==> src/hslrgb_pkg.sv <==
// hslrgb_pkg: shared widths and constants for the HSL to RGB converter.
// Used by hslrgb_chan and hsl_to_rgb_converter_top; no dependencies.
`default_nettype none

package hslrgb_pkg;

	localparam int CHANNEL_BITS_DEF = 8;

	localparam int HUE_W  = 9;
	localparam int SL_W   = 8;
	localparam int LVL_W  = 16;
	localparam int NUM_W  = 22;
	localparam int RAMP_W = 6;

	localparam int CHAN_STAGES = 4;

	localparam int HUE_FULL  = 360;
	localparam int HUE_THIRD = 120;
	localparam int SIXTH_DEG = 60;
	localparam int HSL_UNIT  = 65025;
	localparam int LEVEL_DEN = HSL_UNIT * SIXTH_DEG;
	localparam int L_HALF    = 127;

endpackage

`default_nettype wire

==> src/hslrgb_chan.sv <==
// hslrgb_chan: one output channel, from the two levels and the channel hue to the
// scaled channel value. Ramp select, reciprocal product, remainder, one-step fix-up.
// Depends on hslrgb_pkg.
`default_nettype none

module hslrgb_chan #(
	parameter int CHANNEL_BITS = hslrgb_pkg::CHANNEL_BITS_DEF
) (
	input  wire logic                                clk,
	input  wire logic [hslrgb_pkg::CHAN_STAGES-1:0]  en,
	input  wire logic [hslrgb_pkg::LVL_W-1:0]        m1,
	input  wire logic [hslrgb_pkg::LVL_W-1:0]        m2,
	input  wire logic [hslrgb_pkg::HUE_W-1:0]        hue,
	output logic      [CHANNEL_BITS-1:0]             level
);

	localparam int NW = hslrgb_pkg::NUM_W;
	localparam int LW = hslrgb_pkg::LVL_W;
	localparam int HW = hslrgb_pkg::HUE_W;
	localparam int RW = hslrgb_pkg::RAMP_W;
	localparam int XW = NW + CHANNEL_BITS;
	localparam int PW = NW + CHANNEL_BITS + 1;

	// floor((2^CHANNEL_BITS - 1) * 2^NW / den); 2^NW exceeds every numerator, so the
	// estimate is low by at most one
	localparam longint unsigned TOP_CODE = (64'd1 << CHANNEL_BITS) - 64'd1;
	localparam longint unsigned RECIP    =
		(TOP_CODE << NW) / 64'(hslrgb_pkg::LEVEL_DEN);

	logic [LW-1:0] span;
	logic [LW-1:0] base;
	logic [RW-1:0] ramp;
	logic [NW-1:0] base60;
	logic [NW-1:0] num_s3;
	logic [PW-1:0] prod;
	logic [NW-1:0] num_s4;
	logic [CHANNEL_BITS-1:0] est_s4;
	logic [XW-1:0] num_top;
	logic [NW:0]   rem_w;
	logic [NW:0]   rem_s5;
	logic [CHANNEL_BITS-1:0] est_s5;
	logic [CHANNEL_BITS-1:0] level_s6;

	// ramp piece select: rising, high level, falling, low level
	always_comb begin
		span = m2 - m1;
		if (hue < HW'(hslrgb_pkg::SIXTH_DEG)) begin
			base = m1;
			ramp = hue[RW-1:0];
		end else if (hue < HW'(3 * hslrgb_pkg::SIXTH_DEG)) begin
			base = m2;
			ramp = '0;
		end else if (hue < HW'(4 * hslrgb_pkg::SIXTH_DEG)) begin
			base = m1;
			ramp = RW'(HW'(4 * hslrgb_pkg::SIXTH_DEG) - hue);
		end else begin
			base = m1;
			ramp = '0;
		end
		base60 = {base, 6'd0} - {4'd0, base, 2'd0};
	end

	always_ff @(posedge clk) begin
		if (en[0]) begin
			num_s3 <= base60 + NW'(span) * NW'(ramp);
		end
	end

	assign prod = PW'(num_s3) * PW'(RECIP);

	always_ff @(posedge clk) begin
		if (en[1]) begin
			num_s4 <= num_s3;
			est_s4 <= prod[NW +: CHANNEL_BITS];
		end
	end

	// remainder is below twice the denominator, so the low NW+1 bits carry it whole
	assign num_top = {num_s4, CHANNEL_BITS'(0)} - XW'(num_s4);
	assign rem_w   = num_top[NW:0] - (NW+1)'(est_s4) * (NW+1)'(hslrgb_pkg::LEVEL_DEN);

	always_ff @(posedge clk) begin
		if (en[2]) begin
			rem_s5 <= rem_w;
			est_s5 <= est_s4;
		end
	end

	always_ff @(posedge clk) begin
		if (en[3]) begin
			level_s6 <= est_s5 +
				CHANNEL_BITS'(rem_s5 >= (NW+1)'(hslrgb_pkg::LEVEL_DEN));
		end
	end

	assign level = level_s6;

endmodule

`default_nettype wire

==> src/hsl_to_rgb_converter_top.sv <==
// hsl_to_rgb_converter_top: HSL to RGB converter, stream in and stream out.
// Depends on hslrgb_pkg and hslrgb_chan.
//
// One color per clock while m_tready allows it: an item may be accepted in every cycle
// that s_tready is high. Each result passes two stages for the hue wrap and the two
// levels, then four per channel for the ramp, a reciprocal product, the remainder and
// a one-step fix-up that scales each level to CHANNEL_BITS.
// Every stage holds its own valid bit and fills whenever it is empty or moving on, so
// input keeps flowing into empty stages while a finished result waits at the output.
// Hue values 360..511 wrap by 360. Results are truncated, never rounded.
`default_nettype none

module hsl_to_rgb_converter_top #(
	parameter int CHANNEL_BITS = hslrgb_pkg::CHANNEL_BITS_DEF
) (
	input  wire logic                                clk,
	input  wire logic                                arst_n,
	input  wire logic                                s_tvalid,
	output logic                                     s_tready,
	// hue_degrees[8:0], saturation[16:9], lightness[24:17], zero fill
	input  wire logic [31:0]                         s_tdata,
	output logic                                     m_tvalid,
	input  wire logic                                m_tready,
	// red, green, blue, CHANNEL_BITS each from bit 0 up, zero fill to bytes
	output logic [((3*CHANNEL_BITS+7)/8)*8-1:0]      m_tdata
);

	localparam int DEPTH   = 2 + hslrgb_pkg::CHAN_STAGES;
	localparam int TDATA_W = ((3 * CHANNEL_BITS + 7) / 8) * 8;
	localparam int HW      = hslrgb_pkg::HUE_W;
	localparam int SW      = hslrgb_pkg::SL_W;
	localparam int LW      = hslrgb_pkg::LVL_W;

	logic [DEPTH-1:0] vld_q;
	logic [DEPTH-1:0] adv;

	logic [HW-1:0] hue_in;
	logic [SW-1:0] sat_in;
	logic [SW-1:0] lit_in;
	logic [HW-1:0] hue_w;
	logic [HW:0]   hue_r_sum;
	logic [HW:0]   hue_b_sum;
	logic [HW-1:0] hue_r;
	logic [HW-1:0] hue_b;

	logic [HW-1:0] hue_r_s1, hue_g_s1, hue_b_s1;
	logic [SW-1:0] sat_s1, lit_s1;
	logic [LW-1:0] ls_s1;

	logic [LW-1:0] l255, s255;
	logic [LW:0]   m2_wide;
	logic [LW:0]   m1_wide;

	logic [HW-1:0] hue_r_s2, hue_g_s2, hue_b_s2;
	logic [LW-1:0] m1_s2, m2_s2;

	logic [CHANNEL_BITS-1:0] red, green, blue;

	// stage advance: a stage moves when it is empty or the next one moves
	assign adv[DEPTH-1] = !vld_q[DEPTH-1] || m_tready;
	for (genvar k = 0; k < DEPTH - 1; k++) begin : g_adv
		assign adv[k] = !vld_q[k] || adv[k+1];
	end

	always_ff @(posedge clk or negedge arst_n) begin
		if (!arst_n) begin
			vld_q <= '0;
		end else begin
			if (adv[0]) begin
				vld_q[0] <= s_tvalid;
			end
			for (int k = 1; k < DEPTH; k++) begin
				if (adv[k]) begin
					vld_q[k] <= vld_q[k-1];
				end
			end
		end
	end

	assign s_tready = adv[0];
	assign m_tvalid = vld_q[DEPTH-1];

	// stage 1: hue wrap, channel hues, l*s
	always_comb begin
		hue_in    = s_tdata[8:0];
		sat_in    = s_tdata[16:9];
		lit_in    = s_tdata[24:17];
		hue_w     = (hue_in >= HW'(hslrgb_pkg::HUE_FULL)) ?
			hue_in - HW'(hslrgb_pkg::HUE_FULL) : hue_in;
		hue_r_sum = {1'b0, hue_w} + (HW+1)'(hslrgb_pkg::HUE_THIRD);
		hue_b_sum = {1'b0, hue_w} + (HW+1)'(hslrgb_pkg::HUE_FULL - hslrgb_pkg::HUE_THIRD);
		hue_r     = (hue_r_sum >= (HW+1)'(hslrgb_pkg::HUE_FULL)) ?
			HW'(hue_r_sum - (HW+1)'(hslrgb_pkg::HUE_FULL)) : hue_r_sum[HW-1:0];
		hue_b     = (hue_b_sum >= (HW+1)'(hslrgb_pkg::HUE_FULL)) ?
			HW'(hue_b_sum - (HW+1)'(hslrgb_pkg::HUE_FULL)) : hue_b_sum[HW-1:0];
	end

	always_ff @(posedge clk) begin
		if (adv[0]) begin
			hue_r_s1 <= hue_r;
			hue_g_s1 <= hue_w;
			hue_b_s1 <= hue_b;
			sat_s1   <= sat_in;
			lit_s1   <= lit_in;
			ls_s1    <= LW'(sat_in) * LW'(lit_in);
		end
	end

	// stage 2: high and low levels in units of 1/65025
	always_comb begin
		l255 = {lit_s1, 8'd0} - LW'(lit_s1);
		s255 = {sat_s1, 8'd0} - LW'(sat_s1);
		if (lit_s1 <= SW'(hslrgb_pkg::L_HALF)) begin
			m2_wide = (LW+1)'(l255) + (LW+1)'(ls_s1);
		end else begin
			m2_wide = (LW+1)'(l255) + (LW+1)'(s255) - (LW+1)'(ls_s1);
		end
		m1_wide = {l255, 1'b0} - m2_wide;
	end

	always_ff @(posedge clk) begin
		if (adv[1]) begin
			hue_r_s2 <= hue_r_s1;
			hue_g_s2 <= hue_g_s1;
			hue_b_s2 <= hue_b_s1;
			m2_s2    <= m2_wide[LW-1:0];
			m1_s2    <= m1_wide[LW-1:0];
		end
	end

	hslrgb_chan #(.CHANNEL_BITS(CHANNEL_BITS)) u_red (
		.clk   (clk),
		.en    (adv[DEPTH-1:2]),
		.m1    (m1_s2),
		.m2    (m2_s2),
		.hue   (hue_r_s2),
		.level (red)
	);

	hslrgb_chan #(.CHANNEL_BITS(CHANNEL_BITS)) u_green (
		.clk   (clk),
		.en    (adv[DEPTH-1:2]),
		.m1    (m1_s2),
		.m2    (m2_s2),
		.hue   (hue_g_s2),
		.level (green)
	);

	hslrgb_chan #(.CHANNEL_BITS(CHANNEL_BITS)) u_blue (
		.clk   (clk),
		.en    (adv[DEPTH-1:2]),
		.m1    (m1_s2),
		.m2    (m2_s2),
		.hue   (hue_b_s2),
		.level (blue)
	);

	assign m_tdata = TDATA_W'({blue, green, red});

endmodule

`default_nettype wire
==> config.mk <==
export PLATFORM = sky130hd
export DESIGN_NAME = hsl_to_rgb_converter_top
export DESIGN_NICKNAME = d
export VERILOG_FILES = /design/src/hslrgb_pkg.sv /design/src/hslrgb_chan.sv /design/src/hsl_to_rgb_converter_top.sv
export SDC_FILE = /design/constraint.sdc
export NUM_CORES = 2
export LEC_CHECK = 0
export BUFFER_PORTS_ARGS = -buffer_cell sky130_fd_sc_hd__buf_2
export CELL_PAD_IN_SITES_DETAIL_PLACEMENT = 2
export CELL_PAD_IN_SITES_GLOBAL_PLACEMENT = 2
export CORE_ASPECT_RATIO = 0.6
export CORE_MARGIN = 2
export CORE_UTILIZATION = 30
export CTS_CLUSTER_SIZE = 30
export DETAILED_ROUTE_END_ITERATION = 8
export PLACE_DENSITY_LB_ADDON = 0.08
export SLEW_MARGIN = 5
export SYNTH_ARGS = -nofsm -noshare
export SYNTH_HDL_FRONTEND = slang
export SYNTH_SLANG_ARGS = --single-unit
==> constraint.sdc <==
create_clock -name clk -period 15.2 [get_ports clk]
set_input_delay 4.56 -clock clk [delete_from_list [all_inputs] [get_ports clk]]
set_output_delay 4.56 -clock clk [all_outputs]
set_load 0.02 [all_outputs]
======== Word level (Yosys, flattened, before mapping) ========
Cells that the tools add are included.
word-level totals
  register bits after elaboration ......... 397
  input port bits ......................... 36
  logic and storage cells ................. 122
operators by class
  add/sub/neg operators ................... 30
  multiply operators ...................... 10
  order comparisons ....................... 16
  mux-type cells .......................... 19
  reduce and logical (&&, ||, !) cells .... 12
operators by type and width
  kind                   count
  $mux 16                7
  $mul 22x8->29 const B  3
  $ge 23x22->1 const B   3
  $sub 23x22->23         3
  $sub 23x23->23         3
  $add 22x22->22         3
  $mul 16x6->22          3
  $sub 22x18->22         3
  $mul 8x20->21 const B  3
  $lt 9x8->1 const B     6
  $mux 6                 9
  $sub 16x16->16         3
  $add 16x16->16         2
  $sub 16x8->16          2
  $lt 9x6->1 const B     3
  $mux 9                 3
  $sub 9x9->9 const B    3
  $add 8x1->8            3
  $ge 10x9->1 const B    2
  $sub 6x6->6 const A    3
  $mul 8x8->16           1
  $add 9x7->10 const B   1
  $add 9x8->10 const B   1
  $ge 9x9->1 const B     1
  other kinds (3)        13

======== Depth between registers and ports, before layout ========
  depth after elaboration ................. 7
  mapped depth ............................ 28

======== Modules after synthesis ========
A second synthesis with hierarchy kept.
second synthesis, totals
  cell total of the unflattened synthesis .. 4768
  area, all modules ....................... 47112.7 µm²
modules (own cells, without submodules)
  module                    instances  cells an instance  area each (µm²)
  hslrgb_chan at u_green    1          1317               12771.0
  hslrgb_chan at u_blue     1          1318               12678.4
  hslrgb_chan at u_red      1          1262               12472.0
  hsl_to_rgb_converter_top  1          871                9191.3

======== Worst setup path after synthesis ========
No wires, ideal clock.
  path type ............................... input port to output port
  start point ............................. in m_tready
  end point ............................... out s_tready
  data arrival time ....................... 9.017 ns
  slack ................................... 1.623 ns
  stages on the path ...................... 4
  path buffers ............................ 0
  path through ............................ nor2b_1 > nand3_1 > nor2_1 > nand3_1
on the way
  word-level cells in the longest chain between the ends .. 6
RTL lines
  what                            line                            RTL
  from (decl)                     hsl_to_rgb_converter_top.sv:23  input wire logic m_tready,
  $logic_or 1x1->1                hsl_to_rgb_converter_top.sv:60  assign adv[DEPTH-1] = !vld_q[DEPTH-1] || m_tready;
  $logic_or 1x1->1 (2 in series)  hsl_to_rgb_converter_top.sv:62  assign adv[k] = !vld_q[k] || adv[k+1];
  net adv[3]                      hsl_to_rgb_converter_top.sv:35  logic [DEPTH-1:0] adv;
  $logic_or 1x1->1 (3 in series)  hsl_to_rgb_converter_top.sv:62
  to (decl)                       hsl_to_rgb_converter_top.sv:19  output logic s_tready,
The timed path passes the listed nets, and every way through them passes these cells.

======== Worst setup path after layout ========
Ends and elaborated chain as after synthesis.

==> out/qor.json <==
{
  "yosys": {
    "synth_edf_count": 366,
    "synth_async_reset_ratio": 0.0161,
    "synth.lib_cells_used.distinct": 86,
    "synth_largest_area_cell": "sky130_fd_sc_hd__edfxtp_1",
    "synth_fp_nets": 5543,
    "synth_cells": 4378,
    "syn_area_per_cell_um2": 10.1,
    "synth_sequential_area_ratio": 0.253,
    "synthTopCellsByArea": "sky130_fd_sc_hd__edfxtp_1 25%, sky130_fd_sc_hd__fa_1 20%, sky130_fd_sc_hd__ha_1 20%",
    "post_synth_instance_area_um2": 44100,
    "yosys.area.top_type_share": 0.249,
    "synthFlopType": "sky130_fd_sc_hd__edfxtp_1",
    "yosys_warnings": 0,
    "postSynthRegisterBits": 372
  },
  "placed_design": {
    "detailed_place_hpwl_um": 112000,
    "gp_congestion": 0.803,
    "port_buffers": 54
  },
  "global_routing": {
    "grt_first_pass_wirelength_um": 209000,
    "antenna_violations_before_repair": 5,
    "grt_start_max_net_pins": 64,
    "grt_pass1_vias": 33600,
    "overflow": 0,
    "globalRouteTotalUtil": 0.181
  },
  "critical_path": {
    "worst_ep_required_time_ps": 10640,
    "setup.worst_path.class": "in -> out",
    "worst_setup_path_endpoint": "s_tready",
    "ff2ff_path_depth": 25,
    "critical_path.startpoint": "m_tready",
    "crit_arrival_ps": 6830,
    "worst_setup_path_start_kind": "input port",
    "setup_slack_on_the_worst_flop_to_flop_path_ps": 6680,
    "reg2reg_from": "m1_s2[1]$_DFFE_PP_",
    "cpPeakStageDelay_ps": 540,
    "crit_path_max_fanout": 33,
    "worst_path_max_delay_cell": "sky130_fd_sc_hd__nor2_1",
    "crit_path_cell_trace": "buf_2 > nor2b_1 > nand3_4 > nor2_1 > nand3_4 > buf_2",
    "critPathCaptureType": "primary output",
    "worst_r2r_endpoint": "u_red.num_s3[21]$_DFFE_PP_"
  },
  "cts": {
    "clock-sinks": 372,
    "cts_resizes": 0,
    "clk_pin_slew_ps": 60,
    "htree_num_levels": 2,
    "holdBufCountCts": 0,
    "buffer_levels_on_the_longest_clock_path": 3,
    "cts_setup_buffers": 0,
    "cts_inserted_buffers": 48,
    "clock_tree_from_tritoncts": "done",
    "cts_root_buf": "sky130_fd_sc_hd__clkbuf_16",
    "insertion_delay_ps": 640
  },
  "layout": {
    "synthToLayoutAreaGrowth_pct": 10.3,
    "final_cell_mix": "975 x sky130_fd_sc_hd__inv_1, 691 x sky130_fd_sc_hd__ha_1, 438 x sky130_fd_sc_hd__fa_1",
    "drive_above_1_share": 0.0580,
    "fin_nets": 5641,
    "mostFrequentLayoutCell": "sky130_fd_sc_hd__inv_1"
  },
  "floorplan": {
    "placementRows": 108,
    "design.portCount": 62,
    "start_util": 0.304,
    "floorplan.die.width_um": 499,
    "design.core.area_um2": 145000,
    "floorplan.die_area_um2": 150000,
    "floorplan.die.height_um": 301
  },
  "routing": {
    "final_antenna_net_count": 0,
    "routed-via-count": 30300,
    "first_iter_violations": 1510,
    "detailed_route_drc_error_count": 0,
    "detailed_route_wl_um": 132000,
    "post_drt_via_cell_ratio": 4.71,
    "route.detailed.wl_per_inst_um": 20.6,
    "dr.pass1.iters": 5
  },
  "timing": {
    "timing.final.hold_violations": 0,
    "slew_viol_final": 0,
    "worstMarginPinSlew_ps": 1110,
    "fin_worst_skew_ps": 31.4,
    "final-setup-viol-count": 0,
    "f_max_ghz": 0.0878,
    "rsz_0062_raised_after_global_routing": "false",
    "final.period_utilization": 0.750,
    "fin_setup_tns_ps": 0,
    "whs_ps": 420,
    "worst_slew_margin_rel": 0.254,
    "timing.final.crit_period_ps": 11390
  },
  "status": {
    "status": "finished clean"
  },
  "run": {
    "number_of_max_cap_violations": 0
  },
  "min_path": {
    "startpoint_of_the_most_critical_hold_path": "hue_b_s1[4]$_DFFE_PP_",
    "hold_class": "reg -> reg"
  }
}
-- flip-flops by register name (all words and copies together), names as in the netlist, 9 cells and up --
signal          cells
hue_r_s1            9
hue_r_s2            9
ls_s1              16
m1_s2              16
m2_s2              15
u_blue.num_s3      21
u_blue.num_s4      21
u_blue.rem_s5      21
u_green.num_s3     21
u_green.num_s4     21
u_green.rem_s5     21
u_red.num_s3       21
u_red.num_s4       21
u_red.rem_s5       21
-- stage by stage --
step / util / cells / setup WS (ps) / cell area [um^2]
CTS: 0.335 / 6439 / 3690 / 48600
floorplan: - / 4378 / 1620 / 44100
global placement: 0.323 / 6351 / 3800 / 46900
global route: 0.335 / 6440 / 3550 / 48600
finish: 0.335 / 6440 / 3810 / 48600
detailed placement: 0.323 / 6351 / 3730 / 46900
-- final cells by class --
type	instances	area [um^2]
sequential	372	11100
fill	15900	96500
clock buffer	52	1240
timing repair buffer	94	571
inverter	977	3670
clock inverter	36	430
multi-input combinational	2983	29200
tap	1925	2410
antenna	1	2.50
-- kinds of logic after synthesis --
logic type / share of synthesized area
mux: 0.0156
simple gates: 0.100
flops: 0.253
fa+ha+maj: 0.395
xor+xnor: 0.0589
buf+inv: 0.0874
compound gates: 0.0895
-- routing by layer --
metal | global-route usage | up-vias | wire length, um
met5 | 0 | - | 0
met2 | 0.238 | 297 | 47800
li1 | - | 14600 | -
met3 | 0.0227 | 69 | 4350
met1 | 0.310 | 15300 | 79000
met4 | 0.0208 | 0 | 1180
-- cell usage after synthesis (all sizes together), types with 73 or more instances --
cell      n
ha      691
a21o     74
nor3     80
fa      438
edfxtp  366
nand2b   73
o21ai   114
a21oi   144
xnor2   224
inv     977
nand2   147
nor2    333
-- critical path, delay by kind of cell --
| family | cells | cell delay [ps] |
|---|---|---|
| buffers and inverters | 2 | 400 |
| and+or+nand+nor | 4 | 1850 |
-- how the worst min path moves through the flow --
stage          cells after the start               endpoint  slack, ps
2_1_floorplan                      0  hue_b_s2[3]$_DFFE_PP_        400
3_3_place_gp                       0  hue_r_s2[2]$_DFFE_PP_        400
3_5_place_dp                       0  hue_b_s2[4]$_DFFE_PP_        410
4_1_cts                            0  hue_b_s2[4]$_DFFE_PP_        420
5_1_grt                            0  hue_b_s2[4]$_DFFE_PP_        430
6_report                           0  hue_b_s2[4]$_DFFE_PP_        420
Power is left out: the tool's default activity adds up to more than one toggle a clock period on the data nets, which glitch-free logic cannot reach.
